--- config.mk ---
export PLATFORM = sky130hd
export DESIGN_NAME = hamiltonian_cycle_search
export DESIGN_NICKNAME = d
export VERILOG_FILES = /design/src/design/hcs_pkg.sv /design/src/design/hamiltonian_cycle_search.sv /design/src/design/hcs_useq.sv /design/src/design/hcs_datapath.sv
export SDC_FILE = /design/constraint.sdc
export NUM_CORES = 1
export LEC_CHECK = 0
export ABC_AREA = 1
export BUFFER_PORTS_ARGS = -buffer_cell sky130_fd_sc_hd__buf_2
export CORE_ASPECT_RATIO = 1.75
export CORE_UTILIZATION = 38
export DETAILED_ROUTE_END_ITERATION = 8
export SYNTH_ARGS = -nofsm -noshare
export SYNTH_HDL_FRONTEND = slang
export SYNTH_SLANG_ARGS = --single-unit
--- constraint.sdc ---
create_clock -name clk -period 5.08 [get_ports clk]
set_clock_uncertainty 0.05 [all_clocks]
set_input_delay 1.27 -clock clk [delete_from_list [all_inputs] [get_ports clk]]
set_output_delay 1.27 -clock clk [all_outputs]
set_load 0.005 [all_outputs]
--- src/design/hcs_pkg.sv ---
// Shared types and constants for the Hamiltonian cycle search block.
`default_nettype none

package hcs_pkg;

  localparam int MAX_NODES = 8;
  localparam int NODES_DEF = 8;
  localparam int NODE_W    = 3;
  localparam int ADJ_W     = 8;
  localparam int CFG_IDX_W = 3;
  localparam int OUT_W     = MAX_NODES * NODE_W;

  localparam logic [MAX_NODES-1:0][ADJ_W-1:0] ROW_RESET = {
    8'd33, 8'd18, 8'd144, 8'd104, 8'd20, 8'd10, 8'd69, 8'd130
  };

  typedef enum logic [2:0] {
    OP_NOP,
    OP_INIT,
    OP_STEP,
    OP_LOAD_NONE,
    OP_LOAD_PATH
  } uop_t;

  typedef struct packed {
    logic start_bad;
    logic stop;
    logic empty;
  } hcs_flags_t;

endpackage

`default_nettype wire

--- src/design/hamiltonian_cycle_search.sv ---
// Top level of the Hamiltonian cycle search: adjacency registers and the sequencer.
//
// The graph is held in eight adjacency-row registers written through cfg_we,
// cfg_index and cfg_data; bit j of row i marks an edge from node i to node j.
// The user must write rows only while no search is in flight (not enforced).
// Each transfer on the input channel carries a start node. The block runs a
// depth-first backtracking search and returns one result transfer: a found
// flag and the first cycle in lexicographic order, node k in bits 3k+2..3k.
// The microcoded sequencer makes one push or pop of the path per cycle. The
// result is offered once the search stops and the result registers are loaded;
// a search that visits all 13700 partial paths of eight nodes makes about
// 27400 pushes and pops. One item is in flight at a time and the input is
// ready again in the cycle after its result is transferred.
// While the receiver stalls, the result stays on the output unchanged and no
// new item is accepted. Reset loads the default graph, clears the search
// state and leaves the block ready for an input.
`default_nettype none

module hamiltonian_cycle_search
  import hcs_pkg::*;
#(
  parameter int NODES = NODES_DEF
) (
  input  wire logic                 clk,
  input  wire logic                 rst,
  input  wire logic                 cfg_we,
  input  wire logic [CFG_IDX_W-1:0] cfg_index,
  input  wire logic [ADJ_W-1:0]     cfg_data,
  input  wire logic                 in_valid,
  output logic                      in_ready,
  input  wire logic [NODE_W-1:0]    start_node,
  output logic                      out_valid,
  input  wire logic                 out_ready,
  output logic                      cycle_found,
  output logic [OUT_W-1:0]          cycle_nodes
);

  logic [MAX_NODES-1:0][ADJ_W-1:0] adj;
  hcs_flags_t                      flags;
  uop_t                            op;

  always_ff @(posedge clk) begin
    if (rst) begin
      adj <= ROW_RESET;
    end else if (cfg_we) begin
      adj[cfg_index] <= cfg_data;
    end
  end

  hcs_useq u_useq (
    .clk       (clk),
    .rst       (rst),
    .in_valid  (in_valid),
    .in_ready  (in_ready),
    .out_valid (out_valid),
    .out_ready (out_ready),
    .flags     (flags),
    .op        (op)
  );

  hcs_datapath #(
    .NODES (NODES)
  ) u_datapath (
    .clk         (clk),
    .rst         (rst),
    .op          (op),
    .start_node  (start_node),
    .adj         (adj),
    .flags       (flags),
    .cycle_found (cycle_found),
    .cycle_nodes (cycle_nodes)
  );

endmodule

`default_nettype wire

--- src/design/hcs_useq.sv ---
// Microcode sequencer: step counter, control ROM and jump logic.
`default_nettype none

module hcs_useq
  import hcs_pkg::*;
(
  input  wire logic       clk,
  input  wire logic       rst,
  input  wire logic       in_valid,
  output logic            in_ready,
  output logic            out_valid,
  input  wire logic       out_ready,
  input  wire hcs_flags_t flags,
  output uop_t            op
);

  typedef enum logic [2:0] {
    C_ALWAYS,
    C_IN_ACC,
    C_START_BAD,
    C_STOP,
    C_EMPTY,
    C_OUT_ACC
  } cond_t;

  typedef struct packed {
    uop_t        op;
    cond_t       cond;
    logic        take;
    logic        show;
    logic [2:0]  jt;
    logic [2:0]  jf;
  } uword_t;

  localparam logic [2:0] A_WAIT  = 3'd0;
  localparam logic [2:0] A_CHECK = 3'd1;
  localparam logic [2:0] A_SRCH  = 3'd2;
  localparam logic [2:0] A_SEL   = 3'd3;
  localparam logic [2:0] A_FAIL  = 3'd4;
  localparam logic [2:0] A_FOUND = 3'd5;
  localparam logic [2:0] A_SEND  = 3'd6;

  function automatic uword_t rom(input logic [2:0] a);
    uword_t w;
    w = '{op: OP_NOP, cond: C_ALWAYS, take: 1'b0, show: 1'b0, jt: A_WAIT, jf: A_WAIT};
    unique case (a)
      A_WAIT:  w = '{op: OP_INIT, cond: C_IN_ACC, take: 1'b1, show: 1'b0,
                     jt: A_CHECK, jf: A_WAIT};
      A_CHECK: w = '{op: OP_NOP, cond: C_START_BAD, take: 1'b0, show: 1'b0,
                     jt: A_FAIL, jf: A_SRCH};
      A_SRCH:  w = '{op: OP_STEP, cond: C_STOP, take: 1'b0, show: 1'b0,
                     jt: A_SEL, jf: A_SRCH};
      A_SEL:   w = '{op: OP_NOP, cond: C_EMPTY, take: 1'b0, show: 1'b0,
                     jt: A_FAIL, jf: A_FOUND};
      A_FAIL:  w = '{op: OP_LOAD_NONE, cond: C_ALWAYS, take: 1'b0, show: 1'b0,
                     jt: A_SEND, jf: A_SEND};
      A_FOUND: w = '{op: OP_LOAD_PATH, cond: C_ALWAYS, take: 1'b0, show: 1'b0,
                     jt: A_SEND, jf: A_SEND};
      A_SEND:  w = '{op: OP_NOP, cond: C_OUT_ACC, take: 1'b0, show: 1'b1,
                     jt: A_WAIT, jf: A_SEND};
      default: w = '{op: OP_NOP, cond: C_ALWAYS, take: 1'b0, show: 1'b0,
                     jt: A_WAIT, jf: A_WAIT};
    endcase
    return w;
  endfunction

  logic [2:0] upc;
  logic [2:0] upc_next;
  uword_t     word;
  logic       in_acc;
  logic       out_acc;
  logic       hit;

  assign word      = rom(upc);
  assign in_ready  = word.take;
  assign out_valid = word.show;
  assign in_acc    = in_valid & word.take;
  assign out_acc   = out_ready & word.show;

  always_comb begin
    unique case (word.cond)
      C_ALWAYS:    hit = 1'b1;
      C_IN_ACC:    hit = in_acc;
      C_START_BAD: hit = flags.start_bad;
      C_STOP:      hit = flags.stop;
      C_EMPTY:     hit = flags.empty;
      C_OUT_ACC:   hit = out_acc;
      default:     hit = 1'b0;
    endcase
    upc_next = hit ? word.jt : word.jf;
    op = ((word.op == OP_INIT) && !in_acc) ? OP_NOP : word.op;
  end

  always_ff @(posedge clk) begin
    if (rst) begin
      upc <= A_WAIT;
    end else begin
      upc <= upc_next;
    end
  end

endmodule

`default_nettype wire

--- src/design/hcs_datapath.sv ---
// Search datapath: path and candidate stacks, visited set and result registers.
`default_nettype none

module hcs_datapath
  import hcs_pkg::*;
#(
  parameter int NODES = NODES_DEF
) (
  input  wire logic                             clk,
  input  wire logic                             rst,
  input  wire uop_t                             op,
  input  wire logic [NODE_W-1:0]                start_node,
  input  wire logic [MAX_NODES-1:0][ADJ_W-1:0]  adj,
  output hcs_flags_t                            flags,
  output logic                                  cycle_found,
  output logic [OUT_W-1:0]                      cycle_nodes
);

  localparam int IW = $clog2(NODES);
  localparam int DW = $clog2(NODES + 1);

  function automatic logic [NODES-1:0] bit_of(input logic [NODE_W-1:0] n);
    logic [NODES-1:0] r;
    for (int j = 0; j < NODES; j++) begin
      r[j] = (NODE_W'(j) == n);
    end
    return r;
  endfunction

  logic [NODE_W-1:0] pstack [NODES];
  logic [DW-1:0]     ncand  [NODES];
  logic [NODES-1:0]  visited;
  logic [DW-1:0]     depth;
  logic [NODE_W-1:0] start;

  logic [DW-1:0]     dm1;
  logic [IW-1:0]     d_idx;
  logic [IW-1:0]     p_idx;
  logic [NODE_W-1:0] u;
  logic [ADJ_W-1:0]  row_full;
  logic [NODES-1:0]  row;
  logic [DW-1:0]     c;
  logic [NODES-1:0]  cand;
  logic [NODE_W-1:0] k;
  logic              full;
  logic              close;
  logic              empty;
  logic              adv;
  logic [OUT_W-1:0]  packed_path;

  always_comb begin
    dm1      = depth - DW'(1);
    d_idx    = dm1[IW-1:0];
    p_idx    = depth[IW-1:0];
    u        = pstack[d_idx];
    row_full = adj[u];
    row      = row_full[NODES-1:0];
    c        = ncand[d_idx];
    empty    = (depth == '0);
    full     = (depth == DW'(NODES));
    close    = full & row_full[start];
    for (int j = 0; j < NODES; j++) begin
      cand[j] = row[j] & ~visited[j] & (DW'(j) >= c);
    end
    k = '0;
    for (int j = NODES - 1; j >= 0; j--) begin
      if (cand[j]) begin
        k = NODE_W'(j);
      end
    end
    adv = |cand;
    flags.start_bad = ({1'b0, start} >= (NODE_W + 1)'(NODES));
    flags.stop      = empty | close;
    flags.empty     = empty;
  end

  for (genvar g = 0; g < MAX_NODES; g++) begin : g_pack
    if (g < NODES) begin : g_used
      assign packed_path[g*NODE_W +: NODE_W] = pstack[g];
    end else begin : g_zero
      assign packed_path[g*NODE_W +: NODE_W] = '0;
    end
  end

  always_ff @(posedge clk) begin
    if (rst) begin
      visited <= '0;
      depth   <= '0;
    end else begin
      unique case (op)
        OP_INIT: begin
          visited <= bit_of(start_node);
          depth   <= DW'(1);
        end
        OP_STEP: begin
          if (!empty && !close) begin
            if (!full && adv) begin
              visited <= visited | bit_of(k);
              depth   <= depth + DW'(1);
            end else begin
              visited <= visited & ~bit_of(u);
              depth   <= dm1;
            end
          end
        end
        default: begin
        end
      endcase
    end
  end

  always_ff @(posedge clk) begin
    unique case (op)
      OP_INIT: begin
        start     <= start_node;
        pstack[0] <= start_node;
        ncand[0]  <= '0;
      end
      OP_STEP: begin
        if (!empty && !full) begin
          if (adv) begin
            ncand[d_idx]  <= DW'(k) + DW'(1);
            pstack[p_idx] <= k;
            ncand[p_idx]  <= '0;
          end else begin
            ncand[d_idx] <= DW'(NODES);
          end
        end
      end
      OP_LOAD_NONE: begin
        cycle_found <= 1'b0;
        cycle_nodes <= '0;
      end
      OP_LOAD_PATH: begin
        cycle_found <= 1'b1;
        cycle_nodes <= packed_path;
      end
      default: begin
      end
    endcase
  end

endmodule

`default_nettype wire
Yosys cells after proc, flatten, opt, wreduce, memory -nomap -nowiden
Memory sizes are Yosys's and may differ from the RTL's. Index checks and enable logic that the tools add are counted. Widths: inputs -> output; s select.

Eq/ne operators: 38. Bitwise logic cells: 32. Reductions and logical operators: 21. $lt $le $gt $ge: 12. Add/sub/neg operators: 3. Multiplexer cells: 44.

Operators with widths (count): $pmux 14 s7 (1); $bwmux 64 (1); $pmux 24 s2 (1); $mux 3 (13); $eq 3x3->1 const A (12); $mux 8 (4); $bmux 8 s3 (1); $demux 8 s3 (1); $and 1x1->1 (19); $eq 2x3->1 const A (6); $eq 3x3->1 const B (6); $ge 3x4->1 const A (4); $mux 4 (4); $pmux 8 s2 (1); $eq 3x2->1 const B (5); $logic_not 3->1 (5); $mux 1 (13); $eq 3x1->1 const B (4); $lt 3x4->1 const B (3); $eq 1x3->1 const A (3); $and 8x8->8 (1); $ge 1x4->1 const A (2); $ge 2x4->1 const A (2); $not 1->1 (8); other kinds (21) (30).

Memory bits (writable): 56. Memories: 2. Output and inout bits: 27. Register bits after elaboration: 107. Bits of input ports: 19.

Memories: u_datapath.ncand (depth 8, bits a word 4, rd ports 1, clocked after Yosys merged registers in 0, wr ports 2, RTL line hcs_datapath.sv:31) `logic [DW-1:0] ncand [NODES];`; u_datapath.pstack (depth 8, bits a word 3, rd ports 9, clocked after Yosys merged registers in 0, wr ports 1, RTL line hcs_datapath.sv:30) `logic [NODE_W-1:0] pstack [NODES];`.

Logic depth before layout (Yosys ltp)
Gate-level depths: netlist (run 1). An unclocked memory read counts as a cell.

Depth after elaboration: 19. Mapped depth: 35. Depth with buffers taken out: 31.

By module
Synthesis (run 1) repeated with hierarchy kept, for this count alone.

Cell total of the unflattened synthesis: 1209. Area, all modules: 8623.3 µm².

By module, submodules not included: hcs_datapath (times used 1, cells each 795, area an instance 5804.3 µm²); hamiltonian_cycle_search (times used 1, cells each 357, area an instance 2517.4 µm²); hcs_useq (times used 1, cells each 57, area an instance 301.5 µm²).

Worst setup path after synthesis (run 1)
No wires, ideal clock.

Path type: register -> register. From: reg u_datapath.depth[0]. To: mem u_datapath.ncand[5][2] (netlist bit). Path slack: 1.442 ns. Data required time: 4.964 ns. Arrival: 3.522 ns. Cell stages (with the launch flop): 31. Buffers on the path: 6. Clock period less this slack: 3.638 ns. Cell sequence: dfxtp_1 buf_6 inv_2 buf_2 buf_6 ha_1 buf_2 a21oi_1 o21ai_0 nand2_1 nand2_1 nand2_4 inv_2 buf_6 nand2_1 nand3_1 nand2_1 nand2_1 nand2_1 nand2_1 nand2_1 nand2_1 nand2_1 nand2_1 nand2_1 inv_1 ha_1 ha_1 or2_1 buf_6 a21oi_2.

RTL lines: from (decl) (RTL line hcs_datapath.sv:33) `logic [DW-1:0] depth;`; from (signal assigned) (RTL line hcs_datapath.sv:99) `depth <= depth + DW'(1);`; from (signal assigned) (RTL line hcs_datapath.sv:102) `depth <= dm1;`; to (decl) (RTL line hcs_datapath.sv:31).

==> run summary, run 1 <==
The flow ran to the end, and the final reports show no timing, DRC or antenna violations. Of the total synthesized cell area, the portion taken by full adders, half adders and majority gates is 0.01229. The count of unresolved DRC violations after routing came out at 0. The share of flip-flops with an asynchronous set or reset after synthesis came out at 0.

In this design, the largest share of critical-path delay is due to simple AND/OR/NAND/NOR gates. The number of slew-limit violations in the final report is 0. The floorplan step set the die width to 112.7 um. The maximum number of pins on one net before global-route repair is 61. Once the clock tree was built, the resizer swapped 0 gates to a different size. The number of instances in the synthesized netlist came out at 1085. The critical path is of the reg -> reg type.

Dividing the final minimum period by the clock period gives 0.8752. The final design instance area without fill is 9046 um2. In this run the remaining antenna-violating nets after routing total 0. At the later pin of the worst-skew pair, clock insertion delay measures 0.44 ns. The simple-gate share of the synthesized area came out at 0.2679.

The detailed-route via count came out at 7044. The classification of the worst-slack hold path is reg -> reg. The count of routing violations after the opening detailed-route iteration came out at 538. Max-cap violations in this run came to 0. Measured against the total synthesized area, the mux share comes to 0.

The routability congestion estimate from global placement came out at 0.9369. The compound-gate portion of the synthesized area came out at 0.1552. The largest stage delay on the critical path is 0.50 ns. Clock tree synthesis inserted a total of 17 buffers. The setup TNS is 0 ns. The count of flip-flops with a built-in enable after synthesis is 52.

The total number of nets in the final design is 1144. The cell repeated most along the worst path is nand2_1. The routed length per placed instance came out at 17.03 um.

The slowest stage of the critical path belongs to the cell nand2_4. After floorplanning, the core was divided into 70 placement rows. After the flow finishes, the layout carries non-filler instances totaling 1382. The maximum net fanout on the critical path came out at 60. The primary flip-flop cell chosen by synthesis mapping is dfxtp_1. The cell area after technology mapping came out at 8144 um2. The via count of the first global-routing pass came out at 6810.

Following the worst setup path forward leads to its endpoint at u_datapath.ncand[3][2]$_SDFFE_PP0P_. In this run the clock root is driven by a clkbuf_16. Counting along the longest clock path gives a buffer depth of 2. The die covers 22040 um2. Headroom to the max-slew limit came out at 0.3882. For this configuration, the core starts out at a cell density of 0.3891. The routed wire length came out at 23540 um. The setup violation total in the final timing report came out at 0. Data on the critical path arrives at its endpoint at 4.76 ns. The detailed placer's ending HPWL came out at 17540 um.

The sequential area share after synthesis came out at 0.4646. The number of antenna violations at the first check in global routing was 0. The die span in y is 195.7 um.

From synthesis to final layout, the design area changed by 11.08%. The critical path starts at u_datapath.depth[1]$_SDFFE_PP0P_. Measured in cells, the most critical reg-to-reg path has a length of 24. The number of warnings reported in the yosys synthesis log is 0. The slack of the worst reg-to-reg path is 0.63 ns.

In this run the standard cell core region covers 20930 um2. The count of state elements after synthesis came out at 163. The origin of the critical flop-to-flop path is u_datapath.depth[1]$_SDFFE_PP0P_.

The mean instance size in the synthesized netlist came out at 7.506 um2. The first-pass iteration count of the detailed router is 8. In this run the critical register-to-register path is captured at u_datapath.ncand[3][2]$_SDFFE_PP0P_. The number of different library cells in the post-synthesis netlist came out at 40.

46 I/O pins were placed. The worst setup path is captured at a flip-flop. The post-synthesis share of cell area spent on xor and xnor gates came out at 0.004302. In the global route stage, overall resource usage came out at 0.2213. For this design, the CTS-stage hold fixing added 0 buffers. The fraction of final layout cells with drive strength greater than 1 came out at 0.1195. The number of nets in the synthesized netlist is 1112. The clock sink count is 163. The data required time of the critical path came out at 5.39 ns. Hold is met by 0.4074 ns. The first global-routing pass estimated 36800 um of wire. The number of buffers added on ports came out at 45. The main combinational cell family by area after synthesis is simple AND/OR/NAND/NOR gates.

In the routed layout, each cell is associated on average with a via count of 5.097. The number of buffers and inverters on the critical path is 4. TritonCTS built the clock tree. The placed cell area came out at 8466 um2.

Walking the worst path, the cells encountered are inv_1, ha_1, buf_4, inv_1, nand3_1, nand3_4, nand2_4, nand2_1, o21ai_1, nand2_1, nand3_1, nand2_1, nand2_1, nand2_1, nand2_1, nand2_1, nand2_1, nand2_1, nand2_1, inv_1, ha_1, ha_1, or2_1, a21oi_1. Including well taps, the total number of placed cells is 1350. The CTS clock-pin slew for the worst setup and hold paths is 0.07 ns.

Setup repair after global routing left no endpoint under its margin. The total congestion overflow came out at 0. The number of setup buffers added after CTS came out at 0. The deepest level of the CTS H-tree came out at 4.

The actual transition at the worst max-transition pin came out at 0.9121 ns. The antenna cell count is 0. The logic depth of the worst setup path including buffers came out at 24. The achievable frequency is 0.2249 GHz. The type of origin of the critical path is a flip-flop.

The number of hold violations in the final report is 0. The final critical-path required period came out at 4.446 ns.
==> through the flow <==
| step | util | setup slack (ns) |
|---|---|---|
| floorplan | - | 1.442 |
| global route | 0.4322 | 0.1193 |
| global placement | 0.4044 | 0.7888 |
| finish | 0.4322 | 0.6338 |
| detailed placement | 0.4044 | 0.6707 |
| CTS | 0.4322 | 0.6548 |
==> final cells by class <==
class                   count  area (um2)
flip-flops and latches    163        3784
clock inverters            14       141.4
clock buffers              18       439.2
multi-input cells         751        3583
well taps                 252       315.3
inverters                 130       490.5
fillers                  2135       11890
repair buffers             54       292.8
==> per-layer routing <==
metal,track usage,part of all wire,vias up
met3,0.03151,0.029,58
met4,0.1279,0.045,0
met2,0.4303,0.55,176
met1,0.2186,0.38,3246
met5,0,0,-
li1,-,-,3564
==> worst reg2reg max path, cell delays in order (launching register included) <==
cell	delay (ns)
dfxtp_1	0.44
inv_1	0.09
ha_1	0.28
buf_4	0.24
inv_1	0.29
nand3_1	0.22
nand3_4	0.14
nand2_4	0.50
nand2_1	0.11
o21ai_1	0.10
nand2_1	0.08
nand3_1	0.14
nand2_1	0.07
nand2_1	0.07
nand2_1	0.06
nand2_1	0.06
nand2_1	0.05
nand2_1	0.05
nand2_1	0.06
nand2_1	0.14
inv_1	0.08
ha_1	0.22
ha_1	0.27
or2_1	0.38
a21oi_1	0.18
==> registers in the layout, indices dropped and copies added, names as in the netlist <==
signal	cells
u_datapath.cycle_nodes	24
u_useq.upc	3
adj	64
u_datapath.depth	4
u_datapath.ncand	32
u_datapath.pstack	24
u_datapath.cycle_found	1
u_datapath.visited	8
u_datapath.start	3
==> Yosys cell counts, drive strengths merged (2+ instances only) <==
library cell | count | area, um2
o211ai | 10 | 80.07
nor2 | 164 | 639.4
nand3b | 6 | 45.04
xnor2 | 2 | 17.52
nand2 | 254 | 1062
clkbuf | 12 | 45.04
edfxtp | 52 | 1562
buf | 29 | 244.0
inv | 127 | 479.2
o21ai | 153 | 788.3
ha | 8 | 100.1
dfxtp | 111 | 2222
xor2 | 2 | 17.52
nor3 | 8 | 50.05
or2 | 2 | 12.52
a21oi | 73 | 372.9
clkinv | 3 | 11.26
nand3 | 66 | 372.9
==> cell usage in the layout, fill, tap and decap left out, types with 40 or more instances in the layout <==
| cell | synthesis | routed |
|---|---|---|
| buf_2 | 9 | 45 |
| dfxtp_1 | 111 | 111 |
| nand3_1 | 62 | 62 |
| nor2_1 | 160 | 159 |
| o21ai_1 | 40 | 40 |
| nand2_1 | 232 | 232 |
| inv_1 | 120 | 120 |
| edfxtp_1 | 52 | 52 |
| a21oi_1 | 71 | 71 |
| o21ai_0 | 107 | 107 |
==> cells by family (layout without fill, tap and decap cells) <==
group	count (synthesis)	after routing
flops	163	163
fa+ha+maj	8	8
simple gates	500	500
xor+xnor	4	4
compound gates	239	239
buf+inv	171	216
==> worst min-delay path by stage <==
stage / start / end / cells past startpoint / slack, ns
finish: adj[48]$_SDFFE_PP0P_ / adj[48]$_SDFFE_PP0P_ / 2 / 0.41
global route: adj[44]$_SDFFE_PP1P_ / adj[44]$_SDFFE_PP1P_ / 2 / 0.43
CTS: adj[48]$_SDFFE_PP0P_ / adj[48]$_SDFFE_PP0P_ / 2 / 0.41
detailed placement: adj[26]$_SDFFE_PP1P_ / adj[26]$_SDFFE_PP1P_ / 2 / 0.39
global placement: adj[56]$_SDFFE_PP1P_ / adj[56]$_SDFFE_PP1P_ / 2 / 0.39
floorplan: adj[14]$_SDFFE_PP1P_ / adj[14]$_SDFFE_PP1P_ / 2 / 0.37
Power of run 1 is left out: the tool's default activity adds up to more than one toggle a clock period on the data nets, which glitch-free logic cannot reach.
==> run 2: changes to the inputs <==
- CORE_MARGIN: not set -> 8
==> run summary, run 2 (synthesis results as in run 1) <==
The core area is 21230 um2 (+1.4%). The max-cap check violation count is 0 (unchanged). The slack of the worst reg-to-reg path came out at 0.55 ns (-0.09 ns).

The actual transition at the worst max-transition pin was 0.9376 ns (+0.02550 ns). The origin of the critical flop-to-flop path is u_datapath.depth[1]$_SDFFE_PP0P_. The critical path ends at u_datapath.ncand[5][2]$_SDFFE_PP0P_. The wire length of the first global-routing pass is 37320 um (+1.4%). The final critical-path required period is 4.533 ns (+0.08699 ns). The fraction of final layout cells with drive strength greater than 1 is 0.1179 (-0.001561). The number of buffers added by the clock tree synthesis step is 17 (unchanged). The deepest level of the CTS H-tree is 4 (unchanged). The area of the die came out at 26560 um2 (+20%). The arrival time reported for the critical path endpoint came to 4.86 ns (+0.10 ns). The category of the critical setup timing path is reg -> reg.

STA classifies the critical path endpoint as a flip-flop. In this run the worst setup path begins at u_datapath.depth[1]$_SDFFE_PP0P_. The CTS clock-pin slew for the worst setup and hold paths came out at 0.07 ns (about the same).

The number of setup buffers added after CTS came out at 0 (unchanged). The antenna cell count was 0 (unchanged). The first-pass iteration count of the detailed router is 6 (-2). The clock sink count is 163 (unchanged).

The via count of the first global-routing pass came to 6828 (+0.26%). The count of unresolved DRC violations after routing is 0 (unchanged). The type of origin of the critical path is a flip-flop. The endpoint identified for the worst register-to-register timing path is u_datapath.ncand[5][2]$_SDFFE_PP0P_. The number of cells upsized or downsized after cts is 0 (unchanged).

Leaving out fill and tap cells, the most frequent cell in the layout is nand2_1. The routability congestion estimate from global placement was 0.9595 (+2.4%). The number of placement rows is 71 (+1.4%). The number of slew-limit violations in the final report is 0 (unchanged). The run finished with clean final reports. The via-per-instance ratio is 5.096 (about the same). The total congestion overflow is 0 (unchanged). The flip-flop count of the largest register after layout came out at 64 (unchanged).

The die span in y came out at 209.7 um (+7.2%). In the layout the commonest cells are nand2_1 (232), nor2_1 (159), inv_1 (120). The worst hold path belongs to the class reg -> reg. The routed wire length came out at 23800 um (+1.1%). The total number of nets in the final design is 1142 (-0.17%). The count of routing violations after the opening detailed-route iteration came out at 450 (-16%). The number of hold violations in the final report is 0 (unchanged). The routed length per placed instance is 17.21 um (+1.0%). The count of pins on the block boundary is 46 (unchanged). The floorplan die width is 126.7 um (+12%). The final antenna-violating net count came out at 0 (unchanged).

Setup repair after global routing left no endpoint under its margin. The total routing resource utilization after global routing was 0.1825 (-0.03884). The filler cell count in the final layout came out at 2151 (+0.75%).

The clock insertion delay at the later pin of the skew report is 0.44 ns (about the same). The setup violation total in the final timing report came out at 0 (unchanged). The achievable frequency is 0.2206 GHz (-1.9%).

The largest registers in the layout are adj x64, u_datapath.ncand x32. The worst slew margin relative to its limit came to 0.3684 (-0.01984). The effective utilization at floorplan came out at 0.3836 (-0.005480). The detailed-route via count came out at 7048 (+0.057%).

The number of buffers on the longest clock path is 2 (unchanged). The data required time of the critical path is 5.40 ns (about the same). The share of the cycle needed by the critical path after routing is 0.8924 (+0.01712). The number of buffers added on ports came out at 45 (unchanged). The setup TNS is 0 ns (unchanged). adj holds more flip-flops than any other register. The tree is rooted in a clkbuf_16. The number of antenna violations at the first check in global routing came to 0 (unchanged). The maximum number of pins on one net before global-route repair came to 61 (unchanged). TritonCTS built the clock tree.

The maximum net fanout on the critical path came out at 14 (-77%). The area added between synthesis and finish came out at 10.80%. The number of cells on the worst reg-to-reg path is 24 (unchanged). The detailed placer's ending HPWL was 17950 um (+2.3%). The count of hold-fix buffers inserted at cts came out at 0 (unchanged).
run 2: cell types whose count changed in the layout (fill, tap and decap cells not counted):
| cell | before | now |
|---|---|---|
| inv_4 | 2 | 1 |
| clkinv_4 | 6 | 1 |
| inv_8 | 2 | 3 |
| clkbuf_8 | 1 | 0 |
| inv_6 | 3 | 4 |
| clkinvlp_4 | 0 | 3 |
| clkinv_2 | 0 | 2 |
| buf_4 | 9 | 7 |
run 2: per-stage QoR:
| step | cell area (um2) | setup WS (ns) | std cells | hold slack (ns) | utilization |
|---|---|---|---|---|---|
| 4_1_cts | 9024 | 0.5315 | 1383 | 0.4051 | 0.4250 |
| 5_1_grt | 9024 | 0.1214 | 1383 | 0.4324 | 0.4250 |
| 6_report | 9024 | 0.5468 | 1383 | 0.4048 | 0.4250 |
| 3_3_place_gp | 8454 | 0.5887 | 1351 | 0.3893 | 0.3982 |
| 3_5_place_dp | 8454 | 0.5658 | 1351 | 0.3947 | 0.3982 |
| 2_1_floorplan | 8144 | 1.442 | 1085 | 0.3700 | - |
run 2: critical path, stage by stage, from the launching register on:
cell and delay, ns:
dfxtp_1 0.44, inv_1 0.09, ha_1 0.29, inv_1 0.35, a21oi_1 0.09, o21ai_0 0.10, nand2_1 0.11, nand2_1 0.07
nand2_1 0.29, inv_1 0.48, nand3_1 0.20, nand2_1 0.10, nand2_1 0.06, nand2_1 0.07, nand2_1 0.05, nand2_1 0.08
nand2_1 0.06, nand2_1 0.05, nand2_1 0.06, nand2_1 0.16, inv_1 0.08, ha_1 0.22, ha_1 0.29, or2_1 0.41
a21oi_2 0.21
run 2: worst min path at each step:
stage / endpoint / from / cells past startpoint
2_1_floorplan: adj[14]$_SDFFE_PP1P_ / adj[14]$_SDFFE_PP1P_ / 2
3_3_place_gp: adj[61]$_SDFFE_PP1P_ / adj[61]$_SDFFE_PP1P_ / 2
3_5_place_dp: adj[61]$_SDFFE_PP1P_ / adj[61]$_SDFFE_PP1P_ / 2
4_1_cts: adj[15]$_SDFFE_PP0P_ / adj[15]$_SDFFE_PP0P_ / 2
5_1_grt: adj[32]$_SDFFE_PP0P_ / adj[32]$_SDFFE_PP0P_ / 2
6_report: adj[15]$_SDFFE_PP0P_ / adj[15]$_SDFFE_PP0P_ / 2
run 2: final cells by class:
| type | instances | area [um2] | area share |
|---|---|---|---|
| clock buffers | 17 | 425.4 | 0.04714 |
| clock inverters | 15 | 143.9 | 0.01595 |
| inverters | 130 | 490.5 | 0.05435 |
| multi-input cells | 751 | 3583 | 0.3971 |
| flip-flops and latches | 163 | 3784 | 0.4193 |
| well taps | 255 | 319.1 | 0.03536 |
| repair buffers | 52 | 277.8 | 0.03078 |
run 2: per-layer routing:
metal | vias to the layer above | global-route usage | part of all wire
li1 | 3564 | - | -
met1 | 3281 | 0.1794 | 0.37
met2 | 147 | 0.3469 | 0.55
met3 | 56 | 0.03278 | 0.032
met4 | 0 | 0.1060 | 0.047
met5 | - | 0 | 0
Power of run 2 is left out for the same reason.
==> run 3: changes to the inputs <==
- ABC_AREA: 1 -> not set
- CORE_ASPECT_RATIO: 1.75 -> not set
==> run summary, run 3 <==
The routed wire length on met3 came out at 1675 um (+120%). The clock insertion delay at the later pin of the skew report is 0.43 ns (about the same). The total congestion overflow is 0 (unchanged). The detailed placer's ending HPWL is 17300 um (-3.7%). The maximum net fanout on the critical path came out at 14 (unchanged). The max-cap check violation count is 0 (unchanged).

The data required time of the critical path was 5.39 ns (about the same). The area of the die came out at 27030 um2 (+1.8%). The CTS clock-pin slew for the worst setup and hold paths was 0.07 ns (about the same). For this design the static power due to leakage is 3.502 nW. The area added between synthesis and finish came out at 14.05%. The worst ir drop on vdd is 0.2463 mV. The sum of routed wire segments on met1 is 11330 um (+28%).

The final critical-path required period is 4.650 ns (+0.1171 ns). The number of buffers on the longest clock path is 2 (unchanged). TritonCTS built the clock tree. The detailed-route via count came to 7025 (-0.33%). The total routing resource utilization after global routing came out at 0.1814 (-0.001097). The total number of nets in the final design is 956 (-16%).

Among all flip-flop cells after synthesis, the most frequent one is dfxtp_1. Leaving out fill and tap cells, the most frequent cell in the layout is nand2_1. The number of antenna violations at the first check in global routing was 0 (unchanged). Setup repair after global routing left no endpoint under its margin. The routed wire length is 24070 um (+1.1%). The routability congestion estimate from global placement came to 0.8794 (-8.3%). More flip-flops sit in one register than any other, and that register is adj.

The setup TNS came to 0 ns (unchanged). The deepest level of the CTS H-tree came to 4 (unchanged). The largest stage delay on the critical path is 0.45 ns (-0.03 ns). The die span in y came out at 164.4 um (-22%).

The count of pins on the block boundary is 46 (unchanged). The via count of the first global-routing pass came out at 6672 (-2.3%). The actual transition at the worst max-transition pin is 1.163 ns (+0.2254 ns). The maximum number of pins on one net before global-route repair came out at 57 (-6.6%).

The arrival time reported for the critical path endpoint is 4.96 ns (+0.10 ns). The critical path goes through inv_2, ha_1, buf_4, mux4_2, mux2i_4, buf_4, mux2i_1, a32oi_1, nand3_1, a21boi_0, o21a_1, o21ai_1, ha_1, ha_1, or3_1, a21oi_1. The power per standard cell area came out at 421.4 nW/um2. The amount of wire on met2 after detailed routing came out at 10660 um (-19%). The number of slew-limit violations in the final report is 0 (unchanged). After synthesis, the cell types taking the most area are dfxtp_1 (27%), edfxtp_1 (19%), nand2_1 (7.5%), mux2i_1 (5.7%), mux4_2 (5.1%).

The effective utilization at floorplan came out at 0.3858 (+0.002249). The fraction of final layout cells with drive strength greater than 1 was 0.1656 (+0.04770). The share of the cycle needed by the critical path after routing is 0.9154 (+0.02304). The number of nets in the synthesized netlist was 919 (-17%).

The run finished with clean final reports. The via-per-instance ratio came out at 5.744 (+13%). The count of hold-fix buffers inserted at cts came out at 0 (unchanged).

The floorplan die width came to 164.4 um (+30%). The number of instances in the synthesized netlist is 892 (-18%). The number of warnings reported in the yosys synthesis log is 0 (unchanged). The synthesized design spends more area on one cell type than any other, namely dfxtp_1. STA classifies the critical path startpoint as a flip-flop. By instance count, the cell type seen most on the critical path is ha_1. The clock sink count came out at 163 (unchanged). The critical path capture point type is a flip-flop. The count of buffer and inverter cells on the critical path came out at 3 (-1).

On the critical path the largest part of the delay comes from compound AO/OA/AOI/OAI gates. The utilization after layout came to 0.4401 (+0.01505). The count of unresolved DRC violations after routing is 0 (unchanged). The achievable frequency is 0.2150 GHz (-2.5%). The largest individual stage delay along the critical path comes from the cell ha_1. The final antenna-violating net count is 0 (unchanged). The sequential area share after synthesis came out at 0.4522 (-0.01243).

The setup path with the least slack is of type reg -> reg. The core area is 21690 um2 (+2.2%). The number of buffers added on ports came out at 45 (unchanged). The number of placement rows was 54 (-24%). The mean instance size in the synthesized netlist is 9.381 um2 (+25%).

The filler cell count in the final layout is 2101 (-2.3%). The number of hold violations in the final report came out at 0 (unchanged). The tree is rooted in a clkbuf_16.

Leaving out fill and tap cells, the most frequent cells in the layout are nand2_1 (167), dfxtp_1 (111), a21oi_1 (59). The routed length per placed instance is 19.68 um (+14%). The setup violation total in the final timing report came to 0 (unchanged). The number of setup buffers added after CTS came out at 0 (unchanged).

The count of routing violations after the opening detailed-route iteration came out at 706 (+57%). The area share of the leading cell type in the synthesized netlist is 0.2656 (-0.007303). In this run the top signal layer used is met4.

The flip-flop count of the largest register after layout is 64 (unchanged). The count of state elements after synthesis came out at 163 (unchanged). The wire length of the first global-routing pass is 38480 um (+3.1%). The design draws 0.004021 W. The worst slew margin relative to its limit is 0.2218 (-0.1465). The first-pass iteration count of the detailed router is 5 (-1).

The count of flip-flops with a built-in enable after synthesis came to 52 (unchanged). The number of different library cells in the post-synthesis netlist is 71 (+78%). The number of buffers added by the clock tree synthesis step came out at 17 (unchanged).

The largest registers in the layout are adj x64, u_datapath.ncand x32. The classification of the worst-slack hold path is reg -> reg. The share of flip-flops with an asynchronous set or reset after synthesis was 0 (unchanged).

By count the netlist is led by nand2_1 (167), dfxtp_1 (111), a21oi_1 (59). The cell area after technology mapping is 8368 um2 (+2.8%). The most used standard cell by instance count after synthesis is nand2_1.
run 3: cell count changes after synthesis, sizes merged, moves of 19 or more:
cell   before  now
nand2     254  167
and3        0   27
nand3      66   29
nor3        8   33
o21ai     153   11
nor2      164   58
inv       127   20
mux4        0   19
mux2i       0   49
run 3: stage by stage:
stage          instance area (um2)  instances  setup WS (ns)  hold slack [ns]
4_1_cts                       9534       1222         0.2639           0.4100
3_5_place_dp                  8929       1190         0.2933           0.3990
5_1_grt                       9542       1222        0.05181           0.4296
2_1_floorplan                 8368        892         0.3609           0.3773
3_3_place_gp                  8929       1190         0.3996           0.3913
6_report                      9544       1223         0.4297           0.4044
run 3: kinds of logic after synthesis:
kind of cell,after synthesis,synth area share
mux,84,0.1328
fa+ha+maj,8,0.01196
simple gates,369,0.2020
flops,163,0.4522
buf+inv,75,0.03828
compound gates,190,0.1574
xor+xnor,3,0.005384
run 3: timing repair:
action | CTS | global route
setup endpoints to repair | 0 | 16
hold endpoints to repair | 0 | 0
gates resized for setup | 0 | 3
run 3: cell type report:
cell class                      instances  area [um2]  area share
Antenna cell                            1       2.502   0.0002622
Clock buffer                           19       475.5     0.04982
Clock inverter                         13       130.1     0.01363
Inverter                               20       75.07    0.007866
Multi-Input combinational cell        654        4279      0.4483
Sequential cell                       163        3784      0.3964
Tap cell                              280       350.3     0.03671
Timing Repair Buffer                   73       447.9     0.04693
run 3: tightest hold or removal path: stages, from the launching register on:
cell and delay, ns:
dfxtp_1 0.31, nand2_1 0.05, a21oi_1 0.05
run 3: path summary, 6_finish.rpt:
path,slack (ns),from,cells past startpoint,end
worst max-delay path,0.43,u_datapath.depth[0]$_SDFFE_PP0P_,16,u_datapath.ncand[7][2]$_SDFFE_PP0P_
worst min-delay path,0.40,adj[11]$_SDFFE_PP0P_,2,adj[11]$_SDFFE_PP0P_
worst max register to register,0.43,u_datapath.depth[0]$_SDFFE_PP0P_,16,u_datapath.ncand[7][2]$_SDFFE_PP0P_
worst min register to register,0.40,adj[11]$_SDFFE_PP0P_,2,adj[11]$_SDFFE_PP0P_
run 3: report_power, final:
| group | switching (W) | internal, W |
|---|---|---|
| Combinational | 0.000810 | 0.000452 |
| Sequential | 0.0000507 | 0.00140 |
| Clock | 0.000596 | 0.000709 |
| Total | 0.00146 | 0.00257 |
run 3: per-layer routing:
layer | GRT usage | up-vias
met3 | 0.03789 | 30
met5 | 0 | -
met4 | 0.05487 | 0
met2 | 0.2742 | 223
met1 | 0.2559 | 3417
li1 | - | 3355
Note: power is estimated with default switching activity, not from simulation.
